==> config.mk <==
export PLATFORM = sky130hd
export DESIGN_NAME = gip_divider
export DESIGN_NICKNAME = d
export VERILOG_FILES = /design/src/hw/rtl/gip_pkg.sv /design/src/hw/rtl/gip_divider.sv
export SDC_FILE = /design/constraint.sdc
export NUM_CORES = 1
export LEC_CHECK = 0
export BUFFER_PORTS_ARGS = -buffer_cell sky130_fd_sc_hd__clkbuf_2
export CORE_MARGIN = 1.5
export CORE_UTILIZATION = 25
export CTS_CLUSTER_DIAMETER = 200
export DETAILED_ROUTE_END_ITERATION = 10
export GPL_TIMING_DRIVEN = 0
export SLEW_MARGIN = 10
export SYNTH_ARGS = -nofsm -noshare
export SYNTH_HDL_FRONTEND = slang
export SYNTH_SLANG_ARGS = --single-unit
==> constraint.sdc <==
create_clock -name clock -period 29 [get_ports clock]
set_input_delay 5.8 -clock clock [delete_from_list [all_inputs] [get_ports clock]]
set_output_delay 5.8 -clock clock [all_outputs]
set_load 0.1 [all_outputs]
==> src/hw/rtl/gip_pkg.sv <==
`default_nettype none

package gip_pkg;

   localparam int MAX_COLUMNS = 1024;
   localparam int MAX_ROWS    = 1024;

   localparam int COUNT_W     = 11;
   localparam int COL_W       = 10;
   localparam int ROW_IN_W    = 10;
   localparam int IDX_W       = 20;
   localparam int GRID_W      = 21;
   localparam int STEP_W      = 32;
   localparam int LAYOUT_W    = 3;
   localparam int POS_W       = 49;
   localparam int SUM_W       = 56;
   localparam int COL_FAC_W   = 12;
   localparam int ROW_FAC_W   = 22;
   localparam int COL_OFF_W   = COL_FAC_W + STEP_W;
   localparam int ROW_OFF_W   = ROW_FAC_W + STEP_W;

   localparam int DIV_STAGES  = 5;
   localparam int DIV_BITS    = IDX_W / DIV_STAGES;

   // pipeline stage numbers
   localparam int STG_IN      = 0;
   localparam int STG_IDX     = 1;
   localparam int STG_DIV     = 2;
   localparam int STG_FAC     = STG_DIV + DIV_STAGES;
   localparam int STG_MUL     = STG_FAC + 1;
   localparam int STG_OUT     = STG_MUL + 1;
   localparam int NUM_STAGES  = STG_OUT + 1;

   localparam int REQ_DATA_W  = 40;
   localparam int RSP_DATA_W  = 184;
   localparam int RSP_PAD_W   = RSP_DATA_W - (COL_W + IDX_W + 3 * POS_W);
   localparam int CSR_ADDR_W  = 3;
   localparam int CSR_DATA_W  = 32;

   localparam logic signed [POS_W-1:0] POS_MAX = {1'b0, {(POS_W-1){1'b1}}};
   localparam logic signed [POS_W-1:0] POS_MIN = {1'b1, {(POS_W-1){1'b0}}};

   typedef enum logic [CSR_ADDR_W-1:0] {
      CSR_COLUMN_COUNT = 3'd0,
      CSR_ROW_COUNT    = 3'd1,
      CSR_COLUMN_STEP  = 3'd2,
      CSR_ROW_STEP     = 3'd3,
      CSR_LAYOUT       = 3'd4,
      CSR_BASE_X       = 3'd5,
      CSR_BASE_Y       = 3'd6,
      CSR_BASE_Z       = 3'd7
   } csr_index_type;

   typedef enum logic [1:0] {
      PLANE_XY   = 2'd0,
      PLANE_YZ   = 2'd1,
      PLANE_XZ   = 2'd2,
      PLANE_NONE = 2'd3
   } plane_type;

   localparam int LAYOUT_CENTER_BIT = 2;

   function automatic logic [COUNT_W-1:0] clamp_count(input logic [COUNT_W-1:0] v,
                                                       input logic [COUNT_W-1:0] maxv);
      logic [COUNT_W-1:0] r;
      if (v == '0) begin
         r = COUNT_W'(1);
      end else if (v > maxv) begin
         r = maxv;
      end else begin
         r = v;
      end
      return r;
   endfunction

   function automatic logic signed [POS_W-1:0] sat_pos(input logic signed [SUM_W-1:0] v);
      logic signed [POS_W-1:0] r;
      // in range when the sign bit of the result and all bits above it agree
      if (v[SUM_W-1:POS_W-1] == '0 || v[SUM_W-1:POS_W-1] == '1) begin
         r = v[POS_W-1:0];
      end else if (v[SUM_W-1]) begin
         r = POS_MIN;
      end else begin
         r = POS_MAX;
      end
      return r;
   endfunction

endpackage

`default_nettype wire

==> src/hw/rtl/gip_divider.sv <==
`default_nettype none

module gip_divider import gip_pkg::*; (
   input  logic                  clock,
   input  logic [DIV_STAGES-1:0] stage_en,
   input  logic [IDX_W-1:0]      dividend,
   input  logic [COUNT_W-1:0]    divisor,
   input  logic                  tag_in,
   output logic [IDX_W-1:0]      quotient,
   output logic [COL_W-1:0]      remainder,
   output logic                  tag_out
);

   typedef struct packed {
      logic [COL_W-1:0] rem;
      logic [IDX_W-1:0] work;
      logic             tag;
   } div_state_type;

   // shift dividend bits out of the top of work, quotient bits in at the bottom
   function automatic div_state_type div_slice(input div_state_type s,
                                               input logic [COUNT_W-1:0] d);
      div_state_type      r;
      logic [COUNT_W-1:0] part;
      r = s;
      for (int i = 0; i < DIV_BITS; i++) begin
         part   = {r.rem, r.work[IDX_W-1]};
         r.work = {r.work[IDX_W-2:0], 1'b0};
         if (part >= d) begin
            part      = part - d;
            r.work[0] = 1'b1;
         end
         r.rem = part[COL_W-1:0];
      end
      return r;
   endfunction

   div_state_type stage_ff [DIV_STAGES];
   div_state_type stage_in [DIV_STAGES];

   always_comb begin
      div_state_type first;
      first       = '{rem: '0, work: dividend, tag: tag_in};
      stage_in[0] = div_slice(first, divisor);
      for (int s = 1; s < DIV_STAGES; s++) begin
         stage_in[s] = div_slice(stage_ff[s-1], divisor);
      end
   end

   always_ff @(posedge clock) begin
      for (int s = 0; s < DIV_STAGES; s++) begin
         if (stage_en[s]) begin
            stage_ff[s] <= stage_in[s];
         end
      end
   end

   assign quotient  = stage_ff[DIV_STAGES-1].work;
   assign remainder = stage_ff[DIV_STAGES-1].rem;
   assign tag_out   = stage_ff[DIV_STAGES-1].tag;

endmodule

`default_nettype wire

## Word level (Yosys, flattened, before mapping)

Memories as Yosys holds them, arrays and structs flattened.
Cells that the tools add are included.

- $add $sub $neg: 20
- Multiply operators: 0
- Divide/modulo/power cells: 0
- Order comparisons: 20
- Eq/ne operators: 0
- Shift-type cells: 0
- Mux-type cells: 50
- Bitwise logic cells: 0
- Reduce and logical (&&, ||, !) cells: 0

Operator list:

| kind | count |
|---|---|
| greater-or-equal comparator 11 bit | 19 |
| two-way mux 10 bit | 20 |
| subtractor 10 bit | 19 |
| two-way mux 1 bit | 30 |
| greater-or-equal comparator 1 x 11 -> 1 bit | 1 |
| subtractor 1 x 10 -> 10 bit | 1 |

- Register bits after elaboration: 0
- Latch bits: 0
- Bits in writable memories: 155
- Bits in read-only memories: 0
- Bits of input ports: 38
- Output and inout port bits: 31
- Logic and storage cells: 91
- Memories: 1

Memory list:

| name | words | width | rd ports | clocked after memory_dff | wr ports | line | source |
|---|---|---|---|---|---|---|---|
| stage_ff | 5 | 31 | 5 | 0 | 5 | gip_divider.sv:38 | `div_state_type stage_ff [DIV_STAGES];` |

## Longest topological paths before layout

An unclocked memory read counts as a cell.

- Word-level depth: 9
- Depth in mapped cells: 40
- Depth with buffers taken out: 37

## Worst setup path before layout

Ideal clock, no wire load.

- Path type: input port to flip-flop
- From: input divisor[1]
- To: memory stage_ff[0][117] in the netlist's numbering (data pin)
- Setup time: 266 ps
- Data arrival time: 14029 ps
- Required time: 28734 ps
- Path slack: 14705 ps
- Stages on the path: 36
- Path buffers: 5
- Cells stage by stage: inv_1 -> ha_1 -> nor2b_1 -> o31a_1 -> o21ai_1 -> o21ai_1 -> a21oi_2 -> mux2_2 -> ha_1 -> a21oi_1 -> nand2_1 -> a211oi_1 -> a21oi_1 -> nor2_1 -> inv_2 -> clkbuf_1 -> nor2_1 -> a21oi_1 -> ha_1 -> o2111ai_1 -> and3_1 -> o31a_1 -> a21oi_1 -> clkbuf_1 -> clkbuf_1 -> a2bb2oi_1 -> ha_1 -> or2_1 -> a21oi_1 -> a31oi_1 -> a41o_1 -> o41a_1 -> clkbuf_1 -> clkbuf_1 -> a22oi_1 -> o31ai_1

RTL lines:

| item | line | source |
|---|---|---|
| from (decl) | gip_divider.sv:7 | `input logic [COUNT_W-1:0] divisor,` |
| to (decl) | gip_divider.sv:38 |  |

==> summary.md <==
| Metric | Value |
|---|---|
| Status | finished clean |
| Post-CTS Resized | 0 |
| Root Driver | clkbuf_16 |
| Initial DRC count | 702 |
| Final HPWL DP | 31100 um |
| Grt met1 use | 0.158 |
| Predominant post-synthesis flop cell | edfxtp_1 |
| Placed Area | 17200 um^2 |
| Post-synth ARST share | 0 |
| Final Critical Period | 16.44 ns |
| Row cnt | 91 |
| Slew Limit Headroom | 0.0984 |
| Crit path kind | in2reg |
| Dpl ws | 12.16 ns |
| R2R cell count | 35 |
| GP Congestion | 0.871 |
| Die Wd | 254 um |
| Clk sinks | 155 |
| Hold wc startpoint | stage_ff[0][63]$_DFFE_PP_ |
| Number of clock buffers inserted by TritonCTS | 17 |
| Worst-path clk slew | 0.07 ns |
| Ant. Diodes | 0 |
| Setup TNS | 0 ns |
| Crit. path cell count | 37 |
| Max reg flops | 155 |
| Number of synthesized flops with an enable pin | 155 |
| Reg2reg end | stage_ff[0][120]$_DFFE_PP_ |
| IO buf count | 68 |
| Worst R2R Setup Slack | 18.71 ns |
| Commonest cells in the netlist | ha_1 (211), edfxtp_1 (155), a21oi_1 (121) |
| Worst Skew | 0.0187 ns |
| Reg-to-reg startpoint | stage_ff[0][83]$_DFFE_PP_ |
| Largest registers | stage_ff: 155 flops |
| CTS tree | done |
| CP Data Required Time | 29.25 ns |
| Crit Path Max Fanout | 16 |
| Max Freq | 60.8 MHz |
| Worst endpoint data arrival time | 16.69 ns |
| Number of synthesized register bits | 155 |
| Part of the Yosys area used for sequential elements | 0.295 |
| Startpoint types | input port |
| Die Area | 64700 um^2 |
| Hold crit path type | reg2reg |
| Initial Util | 0.255 |
| Ports | 69 |
| Mapped Cells | 1612 |
| CP max stage cell | clkbuf_2 |
| Hold Vio Cnt, Final | 0 |
| Count leader, synth | ha_1 |
| Vias in the first global route | 12.8k |
| Final Cell Area | 17800 um^2 |
| Initial antenna violation count | 1 |
| Vias/cell | 4.93 |
| First-pass DRT Iterations | 5 |
| Syn Nets | 1880 |
| Layer with the highest usage | met2 |
| First-pass GRT wire length | 66700 um |
| Largest Register | stage_ff |
| Area grow syn2layout | 12.6% |
| Grt met3 use | 0.0218 |
| Hold depth | 0 |
| Worst Setup End Kind | register |
| Final wirelength | 42000 um |
| Worst-Skew Late Latency | 0.48 ns |
| Vias | 12.6k |
| Die Span Y | 254 um |
| H-tree depth | 4 |
| Count of max-cap constraint violations | 0 |
| Most numerous cell on the critical path | clkbuf_1 |
| Yosys cell types | 83 |
| Dominant cells by area after synthesis | edfxtp_1 (29%), ha_1 (17%), mux2_2 (5.7%) |
| Gr ovfl total | 0 |
| Crit-path max cell delay | 0.64 ns |
| Met2 GRT Util | 0.238 |
| Core Area | 62100 um^2 |
| Worst-case clock buffer depth | 2 |
| Avg Inst Size Synth | 9.80 um^2 |
| Post-CTS Setup Bufs | 0 |
| RSZ-0062 raised after global routing | no |
| Yosys top cell by area | edfxtp_1 |
| Post-synth top area share | 0.295 |
| # fillers | 6484 |
| Post-Syn Area | 15800 um^2 |
| Yosys warns | 0 |
| Layout cells sized above 1 | 0.150 |
| CP top delay family | compound AO/OA/AOI/OAI gates |
| Largest net degree at the start of global routing | 32 |
| Final ANT Viol Nets | 0 |
| Hold endpoint | stage_ff[0][98]$_DFFE_PP_ |
| NumNets Final | 1968 |
| GRT Util Overall | 0.133 |
| Final setup violation count | 0 |
| DRC | 0 |
| Final worst slack | 12.56 ns |
| Tcrit/Tclk final | 0.567 |
| Number of buffers inserted by hold repair at cts | 0 |
| CP Buf/Inv Count | 9 |
| Worst-Margin Slew | 1.35 ns |
| Drt wl/cell | 16.5 um |
| Pins Over Slew Limit | 0 |
[placed cells by master (no fill, tap or decap), types with 12 or more instances in the layout]
cell type,synthesis,layout
a21o_1,54,54
a21oi_1,121,121
buf_4,30,30
clkbuf_16,0,17
clkbuf_2,0,68
edfxtp_1,155,155
fa_1,19,19
ha_1,211,211
inv_1,87,82
inv_2,7,12
mux2_1,18,18
mux2_2,80,80
mux2i_1,19,19
nand2_1,75,75
nand2b_1,20,20
nand3_1,22,22
nand4_1,33,33
nor2_1,114,114
nor2b_1,40,40
nor3_1,30,30
o21a_1,45,45
o21ai_0,56,56
o21ai_1,22,22
o21bai_1,14,14
o31a_1,18,18
xnor2_1,93,93
xor2_1,39,39
[layout make-up]
cell class / instances / area, um^2 / share of cell area
multi-input combinational: 1314 / 10500 / 0.588
sequential: 155 / 4650 / 0.262
tap: 837 / 1050 / 0.0588
clock buffer: 17 / 425 / 0.0239
timing repair buffer: 69 / 360 / 0.0202
inverter: 95 / 359 / 0.0202
buffer: 48 / 328 / 0.0184
clock inverter: 15 / 164 / 0.00921
[cell families after synthesis]
kind of cell / after synthesis / share of synthesized area
AO/OA/AOI/OAI: 444 / 0.188
adder cells (fa/ha/maj): 230 / 0.191
XOR/XNOR: 132 / 0.0732
flip-flops: 155 / 0.295
AND/OR/NAND/NOR: 381 / 0.119
buffers and inverters: 143 / 0.0435
multiplexers: 127 / 0.0914
[metal layers]
layer | vias to the layer above | part of all wire
li1 | 6215 | -
met1 | 5999 | 0.44
met2 | 286 | 0.50
met3 | 73 | 0.038
met4 | 2 | 0.026
met5 | - | 0.00031
[through the flow]
step / utilization / hold slack, ns / std cells
2_1_floorplan: - / 0.400 / 1612
3_3_place_gp: 0.277 / 0.401 / 2517
3_5_place_dp: 0.277 / 0.405 / 2518
4_1_cts: 0.287 / 0.413 / 2550
5_1_grt: 0.287 / 0.420 / 2550
6_report: 0.287 / 0.408 / 2550
[worst max-delay path by stage]
stage,end,start
2_1_floorplan,stage_ff[0][117]$_DFFE_PP_,divisor[1]
3_3_place_gp,stage_ff[0][117]$_DFFE_PP_,divisor[1]
3_5_place_dp,stage_ff[0][120]$_DFFE_PP_,divisor[1]
4_1_cts,stage_ff[0][120]$_DFFE_PP_,divisor[1]
5_1_grt,stage_ff[0][120]$_DFFE_PP_,divisor[1]
6_report,stage_ff[0][120]$_DFFE_PP_,divisor[1]
Power is left out: the tool's default activity adds up to more than one toggle a clock period on the data nets, which glitch-free logic cannot reach.
